## config.mk

```make
export PLATFORM = sky130hd
export DESIGN_NAME = nbt_ctrl
export DESIGN_NICKNAME = d
export VERILOG_FILES = /design/src/sv/nbt_pkg.sv /design/src/sv/nbt_ctrl.sv
export SDC_FILE = /design/constraint.sdc
export NUM_CORES = 1
export LEC_CHECK = 0
export BUFFER_PORTS_ARGS = -buffer_cell sky130_fd_sc_hd__buf_2
export CAP_MARGIN = 20
export CORE_MARGIN = 3
export CORE_UTILIZATION = 41
export DETAILED_ROUTE_END_ITERATION = 12
export PLACE_DENSITY = 0.72
export RECOVER_POWER = 100
export SLEW_MARGIN = 20
export SYNTH_ARGS = -nofsm -noshare
export SYNTH_HDL_FRONTEND = slang
export SYNTH_SLANG_ARGS = --single-unit
```

## constraint.sdc

```tcl
create_clock -name clk -period 1.7 [get_ports clk]
set_input_delay 0.085 -clock clk [delete_from_list [all_inputs] [get_ports clk]]
set_output_delay 0.085 -clock clk [all_outputs]
set_load 0.02 [all_outputs]
```

## src/sv/nbt_pkg.sv

```systemverilog
package nbt_pkg;

    localparam int MAX_BLOBS  = 32;
    localparam int COORD_BITS = 12;
    localparam int IDX_W      = $clog2(MAX_BLOBS);
    localparam int CNT_W      = $clog2(MAX_BLOBS + 1);

    localparam logic [12:0] ACT_CAP    = 13'd5120;
    localparam logic [10:0] SPEED_GAIN = 11'd2000;

    // Widths derived from the coordinate size; the root operand is kept at an
    // even width so its bits pair up from the least significant end
    localparam int D2_W  = 2 * COORD_BITS + 1;
    localparam int RAD_W = D2_W + 17;
    localparam int LEN_W = (RAD_W + 1) / 2;
    localparam int DIV_N = LEN_W + 11;

    localparam logic [1:0] MODE_START = 2'd0;
    localparam logic [1:0] MODE_MATCH = 2'd1;
    localparam logic [1:0] MODE_ADD   = 2'd2;
    localparam logic [1:0] MODE_END   = 2'd3;

    localparam logic [1:0] REG_DEATH  = 2'd0;
    localparam logic [1:0] REG_MAXD   = 2'd1;
    localparam logic [1:0] REG_THRESH = 2'd2;
    localparam logic [1:0] REG_DECAY  = 2'd3;

    typedef struct packed {
        logic [1:0]  mode;
        logic [11:0] center_x;
        logic [11:0] center_y;
        logic [19:0] blob_area;
        logic [31:0] time_ms;
    } in_item_t;

    typedef struct packed {
        logic        matched;
        logic [15:0] blob_id;
        logic [12:0] activity_level;
        logic [5:0]  live_count;
        logic        table_full;
    } out_item_t;

    typedef struct packed {
        logic [1:0]  index;
        logic [31:0] data;
    } cfg_req_t;

    // Controller to datapath commands
    typedef struct packed {
        logic load;
        logic scan_clear;
        logic scan_step;
        logic sqrt_start;
        logic sqrt_step;
        logic div_start;
        logic div_step;
        logic mul_step;
        logic commit;
    } dp_cmd_t;

    // Datapath to controller status
    typedef struct packed {
        logic [1:0] mode;
        logic       scan_last;
        logic       found;
        logic       sqrt_last;
        logic       div_last;
    } dp_stat_t;

endpackage

```

## src/sv/nbt_ctrl.sv

```systemverilog
module nbt_ctrl
(
    input  logic              clk,
    input  logic              rst_n,
    input  logic              in_valid,
    output logic              in_stall,
    output logic              out_valid,
    input  logic              out_stall,
    input  nbt_pkg::dp_stat_t stat,
    output nbt_pkg::dp_cmd_t  cmd
);
    import nbt_pkg::*;

    typedef enum logic [6:0] {
        S_IDLE  = 7'b0000001,
        S_SCAN  = 7'b0000010,
        S_SQRT  = 7'b0000100,
        S_DIVS  = 7'b0001000,
        S_DIV   = 7'b0010000,
        S_DONE  = 7'b0100000,
        S_OUT   = 7'b1000000
    } state_t;

    state_t state_reg, state_next;
    logic   out_valid_reg, out_valid_next;

    logic take;
    assign take = (state_reg == S_IDLE) && in_valid;
    assign in_stall = (state_reg != S_IDLE);

    // Sequence one request through scan, then root and divide for a match that hits, then commit
    always_comb
    begin
        state_next     = state_reg;
        out_valid_next = out_valid_reg;
        cmd            = '0;
        if (out_valid_reg && !out_stall)
            out_valid_next = 1'b0;
        case (state_reg)
            S_IDLE:
            begin
                if (take)
                begin
                    cmd.load       = 1'b1;
                    cmd.scan_clear = 1'b1;
                    state_next     = S_SCAN;
                end
            end
            S_SCAN:
            begin
                cmd.scan_step = 1'b1;
                if (stat.scan_last)
                begin
                    if (stat.mode == MODE_MATCH)
                        state_next = S_DONE;
                    else
                        state_next = S_OUT;
                end
            end
            S_DONE:
            begin
                if (stat.found)
                begin
                    cmd.sqrt_start = 1'b1;
                    state_next     = S_SQRT;
                end
                else
                    state_next = S_OUT;
            end
            S_SQRT:
            begin
                cmd.sqrt_step = 1'b1;
                if (stat.sqrt_last)
                    state_next = S_DIVS;
            end
            S_DIVS:
            begin
                cmd.div_start = 1'b1;
                cmd.mul_step  = 1'b1;
                state_next    = S_DIV;
            end
            S_DIV:
            begin
                cmd.div_step = 1'b1;
                if (stat.div_last)
                    state_next = S_OUT;
            end
            S_OUT:
            begin
                // hold until the previous result has left the output register
                if (!out_valid_reg || !out_stall)
                begin
                    cmd.commit     = 1'b1;
                    out_valid_next = 1'b1;
                    state_next     = S_IDLE;
                end
            end
            default: state_next = S_IDLE;
        endcase
    end

    always_ff @(posedge clk or negedge rst_n)
    begin
        if (!rst_n)
        begin
            state_reg     <= S_IDLE;
            out_valid_reg <= 1'b0;
        end
        else
        begin
            state_reg     <= state_next;
            out_valid_reg <= out_valid_next;
        end
    end

    assign out_valid = out_valid_reg;

`ifndef SYNTHESIS
    a_onehot: assert property (@(posedge clk) disable iff (!rst_n)
        $onehot(state_reg)) else $error("state not one-hot");
    a_commit: assert property (@(posedge clk) disable iff (!rst_n)
        cmd.commit |=> out_valid_reg) else $error("result not posted");
    a_hold: assert property (@(posedge clk) disable iff (!rst_n)
        out_valid_reg && out_stall |=> out_valid_reg) else $error("stalled result dropped");
    a_nooverwrite: assert property (@(posedge clk) disable iff (!rst_n)
        cmd.commit |-> !(out_valid_reg && out_stall))
        else $error("result overwritten while stalled");
`endif

endmodule

```

==> reports/qor.csv, run 1 <==
stage,metric,value,unit
run_status,status,"finished, violations left",
run_status,failing checks,negative setup slack,
synthesis,Post-Syn Area per Cell,8.74,sq um
worst_setup_path,reg-to-reg endpoint,state_reg[0],
routing,total number of vias,599,
floorplanning,cell row count,12,
sta,setup ws final,-262,ps
floorplanning,Initial Util,46.1,%
grt,GR Overflow Total,0,
power,internal power,632,uW
placed_design,pre-CTS worst setup slack,-43.6,ps
sta,worst rel slew slack,68.1,%
worst_setup_path,r2r worst-path depth,6,
final_layout,antenna diode instance count,0,
grt,gr usage total,19.7,%
floorplanning,Vert. Die Dim,42.1,um
grt,first-pass GRT wire length,2.57,mm
final_layout,final net count,110,
routing,DRT Pass-1 Iters,4,
synthesis,largest family of logic cells by synthesized area,simple AND/OR/NAND/NOR gates,
synthesis,post-synth top area share,32.9,%
final_layout,final core occ,77.3,%
sta,RSZ-0062 raised after global routing,yes,
routing,Post-route DRC,0,
sta,# setup viols final,9,
placed_design,hpwl dp,1.12,mm
power,Reg power frac,23.4,%
final_layout,area growth from synthesis to layout,67.6,%
power,Sw Pwr,501,uW
final_layout,most frequent cells in the layout,"buf_4, buf_2, nand2b_1, dfrtp_1, clkbuf_1",
sta,Slew Limit Fails,0,
synthesis,Cell variety after synth,28,
worst_setup_path,cells along the critical path,or4_4 > or4b_4 > inv_2 > buf_6,
clocking,worst-skew pair later-pin latency,270,ps
worst_setup_path,Worst Path Max Fanout,4,
final_layout,"most common cell after layout, fill and taps aside",buf_4,
clocking,clock slew seen by the registers of the worst setup and hold paths,60,ps
worst_setup_path,critical path endpoint category,output port,
placed_design,Placed Instances,99,
power,Clock power frac,15.0,%
synthesis,netlist area before placement,533,sq um
power,maximum VDD drop,0.635,mV
placed_design,Placer Congestion,0.843,
clocking,Num CTS Buffers,3,
flow_run,# Max-Cap Violations,0,
synthesis,count of state elements after synthesis,8,
synthesis,Synth area leaders,"dfrtp_1, nand2b_1, dfstp_2, nor2_1, nor3b_1",
worst_setup_path,CP Class,reg2out,
power,PwrDens,1270,nW/um^2
grt,largest net degree at the start of global routing,9,
power,Leak,0.434,nW
final_layout,fraction of layout cells with a size suffix above 1,55.6,%
synthesis,Synth Instances,61,
worst_hold_path,worst min path class,in2reg,
synthesis,simple-gate share of the synthesized area,42.3,%
worst_hold_path,hold-critical path endpoint,state_reg[1],
worst_setup_path,WP data required,1620,ps
routing,Routed WL,1.59,mm
final_layout,post-route design area,893,sq um
clocking,CTS H-tree lvls,1,
clocking,# clock sinks,8,
grt,vias in the first global route,559,
floorplanning,I/O Pins,21,
worst_setup_path,Setup crit start kind,register,
sta,Least-Margin Pin Slew,467,ps
power,combinational share of power,61.6,%
clocking,root buf cell,clkbuf_4,
grt,initial antenna violation count,0,
worst_setup_path,Worst EP arrival,1880,ps
routing,DRT iter0 DRCs,4,
routing,Vias/cell,5.30,
synthesis,"FFs w/ async S/R, synth",100,%
final_layout,number of fill cells,86,
synthesis,Syn. warnings,0,
clocking,Longest Clk Path Bufs,2,
clocking,TritonCTS clock tree,built,
worst_setup_path,Worst R2R Start,state_reg[0],
power,Sw Ratio,44.2,%
synthesis,Post-synth EDFFs,0,
worst_setup_path,max incr delay on CP,550,ps
floorplanning,core area,1160,sq um
placed_design,Port Buffers,20,
power,Final Total Pwr,1.13,mW
synthesis,"Seq/Total Area, Yosys",37.8,%
synthesis,Synth Area in Compound Gates,12.7,%
worst_setup_path,"Slowest-stage cell, CP",or4_4,
synthesis,Synth area leader,dfrtp_1,
routing,WL/cell,14.1,um
synthesis,mux contribution to synthesized area,0,%
sta,crit path time final,1960,ps
floorplanning,die area,1770,sq um
synthesis,xor and xnor area share after synthesis,1.64,%
synthesis,most used flip-flop cell after synthesis,dfrtp_1,
final_layout,Largest register FFs,7,
final_layout,Final Non-Filler Cells,113,
routing,Post-DRT Antenna Nets,0,
worst_hold_path,Hold Crit Start,stat[3],
sta,period utilization,115,%
floorplanning,Die X,42.1,um
sta,clock skew,7.21,ps
synthesis,"Net Count, Synth",71,
sta,fmax,510,MHz
worst_setup_path,R2R setup slack,-230,ps
sta,final hold violations,0,
placed_design,placement-stage cell area,719,sq um
worst_hold_path,Worst Hold Depth,2,
synthesis,Synth Area in Adders,0,%
critical path, delay by kind of cell, from the launching register on:
| kind | cells | cell delay (ps) |
|---|---|---|
| simple gates | 2 | 1060 |
| flops | 1 | 370 |
| buf+inv | 2 | 170 |
routing by layer:
metal,vias to the layer above,track usage [%],share of wire (%)
li1,296,-,-
met1,282,25.1,47
met2,17,29.3,46
met3,4,6.87,5.4
met4,0,9.94,1.6
met5,-,0,0
cells by family (layout without fill, tap and decap cells):
kind of cell	Yosys count	count (layout)
AO/OA/AOI/OAI	10	10
AND/OR/NAND/NOR	36	36
flip-flops	8	8
buffers and inverters	6	44
XOR/XNOR	1	1
through the flow:
stage	TNS (ps)	hold slack, ps
after floorplan	-138	-211
after global placement	-37.7	-60.0
after detailed placement	-97.4	-60.1
after CTS	-933	27.6
after global routing	-2090	29.5
final	-1710	34.3
Yosys cell counts, types with 2 or more instances:
library cell	count
o21ai_0	2
or4_4	2
buf_4	2
nor3_1	2
nor4b_1	2
nor3b_1	3
inv_1	4
nand2_1	4
nand2b_1	5
nor2_1	6
dfrtp_1	7
nand3_1	4
nor2b_1	3
area by class of cell:
class                      count  area, sq um  area share (%)
clock buffer                   4         26.3            2.94
inverter                       4         15.0            1.68
multi-input combinational     47          392            43.8
sequential                     8          204            22.8
tap                           14         17.5            1.96
timing repair buffer          36          239            26.8
power groups by stage:
stage / clock [mW] / sequential (mW) / combinational [mW]
5_1_grt: 0.191 / 0.273 / 0.745
6_report: 0.170 / 0.266 / 0.698
3_5_place_dp: 0 / 0.280 / 0.557
2_1_floorplan: 0 / 0.295 / 0.354
4_1_cts: 0.173 / 0.267 / 0.597
3_3_place_gp: 0 / 0.279 / 0.553
worst max path at each step:
stage                             from      endpoint  slack [ps]  cells after the start
after global placement    state_reg[1]        cmd[4]         -20                      4
after global routing      state_reg[1]        cmd[4]        -320                      4
after detailed placement  state_reg[1]        cmd[4]         -40                      4
final                     state_reg[0]        cmd[4]        -260                      4
after CTS                 state_reg[0]        cmd[4]        -250                      4
after floorplan           state_reg[1]  state_reg[0]         -60                      4
what timing repair did:
item	4_1_cts	5_1_grt
endpoints found under the setup margin	8	12
endpoints found under the hold margin	9	0
setup buffers	5	3
resized for setup	9	13
hold buffers	2	0
pin swaps	4	3
(Power assumes the default switching activity.)
==> run 2, diff against run 1 <==
--- a/config.mk
+++ b/config.mk
@@ -10,6 +10,7 @@
 export CORE_MARGIN = 3
 export CORE_UTILIZATION = 41
 export DETAILED_ROUTE_END_ITERATION = 12
+export MAX_ROUTING_LAYER = met4
 export PLACE_DENSITY = 0.72
 export RECOVER_POWER = 100
 export SLEW_MARGIN = 20
==> run 2 against run 1 <==
  * The run still ends with negative setup slack left
  * Count of clock-buffer cells in the layout unchanged
  * Design area unchanged
  * First-iteration DRC count up 75%
  * Clock power about the same
  * Worst hold slack better by 1.7 ps
==> reports/qor.csv, run 2 (same netlist as run 1, synthesis figures left out) <==
stage,metric,value,unit,change
sta,Slew Limit Fails,0,,unchanged
floorplanning,die area,1770,sq um,unchanged
worst_setup_path,WP data required,1620,ps,about the same
flow_run,# Max-Cap Violations,0,,unchanged
routing,WL/cell,14.2,um,was 14.1 um
final_layout,fraction of layout cells with a size suffix above 1,55.6,%,unchanged
grt,GR Layer Usage met1,25.1,%,unchanged
floorplanning,core area,1160,sq um,unchanged
sta,total negative slack,-1700,ps,was -1710 ps
sta,setup ws final,-262,ps,about the same
routing,DRT iter0 DRCs,7,,was 4
routing,Post-route DRC,0,,unchanged
worst_setup_path,max incr delay on CP,560,ps,was 550 ps
power,PwrDens,1270,nW/um^2,about the same
routing,DRT Pass-1 Iters,4,,unchanged
placed_design,hpwl dp,1.12,mm,unchanged
clocking,CTS H-tree lvls,1,,unchanged
placed_design,Port Buffers,20,,unchanged
final_layout,Largest register FFs,7,,unchanged
sta,final hold violations,0,,unchanged
sta,worst rel slew slack,68.1,%,about the same
floorplanning,Initial Util,46.1,%,unchanged
floorplanning,Die X,42.1,um,unchanged
grt,vias in the first global route,559,,unchanged
sta,RSZ-0062 raised after global routing,yes,,unchanged
worst_setup_path,"Slowest-stage cell, CP",or4_4,,unchanged
clocking,# clock sinks,8,,unchanged
grt,GRT busiest layer,met2,,unchanged
routing,Vias/cell,5.31,,was 5.30
placed_design,pre-CTS worst setup slack,-43.6,ps,unchanged
final_layout,antenna diode instance count,0,,unchanged
routing,total number of vias,600,,was 599
routing,Routed WL,1.60,mm,was 1.59 mm
power,Final Total Pwr,1.13,mW,about the same
grt,first-pass GRT wire length,2.58,mm,was 2.57 mm
final_layout,final core occ,77.3,%,unchanged
floorplanning,Vert. Die Dim,42.1,um,unchanged
worst_hold_path,worst min path class,in2reg,,unchanged
grt,initial antenna violation count,0,,unchanged
run_status,status,"finished, violations left",,unchanged
sta,fmax,510,MHz,about the same
grt,gr usage total,20.2,%,was 19.7%
grt,grt met2 use,29.3,%,unchanged
routing,Post-DRT Antenna Nets,0,,unchanged
power,maximum VDD drop,0.635,mV,about the same
placed_design,Placer Congestion,0.856,,was 0.843
sta,crit path time final,1960,ps,about the same
sta,# setup viols final,9,,unchanged
floorplanning,I/O Pins,21,,unchanged
clocking,Num CTS Buffers,3,,unchanged
floorplanning,cell row count,12,,unchanged
sta,period utilization,115,%,about the same
power,Leak,0.434,nW,unchanged
sta,Least-Margin Pin Slew,467,ps,about the same
clocking,clock slew seen by the registers of the worst setup and hold paths,60,ps,about the same
worst_setup_path,Worst Path Max Fanout,4,,unchanged
worst_setup_path,critical path endpoint category,output port,,unchanged
grt,M3 GR Usage,6.87,%,unchanged
grt,GR Overflow Total,0,,unchanged
worst_setup_path,CP Class,reg2out,,unchanged
clocking,Longest Clk Path Bufs,2,,unchanged
run_status,failing checks,negative setup slack,,unchanged
clocking,worst-skew pair later-pin latency,270,ps,about the same
clocking,root buf cell,clkbuf_4,,unchanged
worst_setup_path,Setup crit start kind,register,,unchanged
final_layout,area growth from synthesis to layout,67.6,%,unchanged
final_layout,final net count,110,,unchanged
final_layout,"most common cell after layout, fill and taps aside",buf_4,,unchanged
final_layout,most frequent cells in the layout,"buf_4, buf_2, nand2b_1, dfrtp_1, clkbuf_1",,unchanged
sta,clock skew,5.14,ps,was 7.21 ps
worst_setup_path,cells along the critical path,or4_4 > or4b_4 > inv_2 > buf_6,,unchanged
clocking,TritonCTS clock tree,built,,unchanged
grt,largest net degree at the start of global routing,9,,unchanged
worst_setup_path,Worst EP arrival,1880,ps,about the same
run 2: cell counts in the layout (fill, tap and decap cells not counted):
Identical to the previous run, type by type.
run 2: timing repair:
item | in CTS | in global routing
hold endpoints to repair | 9 | 0
pin swaps | 4 | 3
buffers inserted | 5 | 3
hold buffers | 2 | 0
setup endpoints to repair | 8 | 12
resized for setup | 9 | 13
run 2: metal layers:
layer | part of all wire, % | routed length (um)
met2 | 47 | 750
met1 | 45 | 716
met3 | 7.5 | 120
met4 | 0.75 | 12
met5 | 0 | 0
run 2: report_power, final:
group	internal [mW]	switching, mW
clock network	0.0907	0.0777
logic	0.300	0.398
registers	0.242	0.0239
total	0.632	0.499
run 2: area by class of cell:
| cell class | instances | area, sq um |
|---|---|---|
| multi-input cells | 47 | 392 |
| fillers | 86 | 263 |
| repair buffers | 36 | 239 |
| flip-flops and latches | 8 | 204 |
| clock buffers | 4 | 26.3 |
| well taps | 14 | 17.5 |
| inverters | 4 | 15.0 |
run 2: worst max-delay path: cells and delay by family, from the launching register on:
kind,cells,cell delay (ps)
flip-flops,1,370
AND/OR/NAND/NOR,2,1070
buffers and inverters,2,170
run 2: worst paths after layout:
path / start / end / slack, ps / depth (start not counted)
hold reg to reg: out_valid / out_valid / 550 / 2
min in group asynchronous: rst_n / state_reg[1] / 280 / 2
setup / recovery: state_reg[0] / cmd[4] / -260 / 4
hold / removal: stat[3] / state_reg[1] / 40 / 2
max in group asynchronous: rst_n / state_reg[6] / 1080 / 2
setup reg to reg: state_reg[0] / state_reg[0] / -230 / 6
run 2: metrics by stage:
step | instances | hold slack, ps | cell area (sq um)
final | 113 | 36.0 | 893
after global routing | 113 | 29.5 | 893
after CTS | 110 | 27.6 | 827
after detailed placement | 99 | -60.1 | 719
after global placement | 99 | -60.0 | 719
after floorplan | 61 | -211 | 572
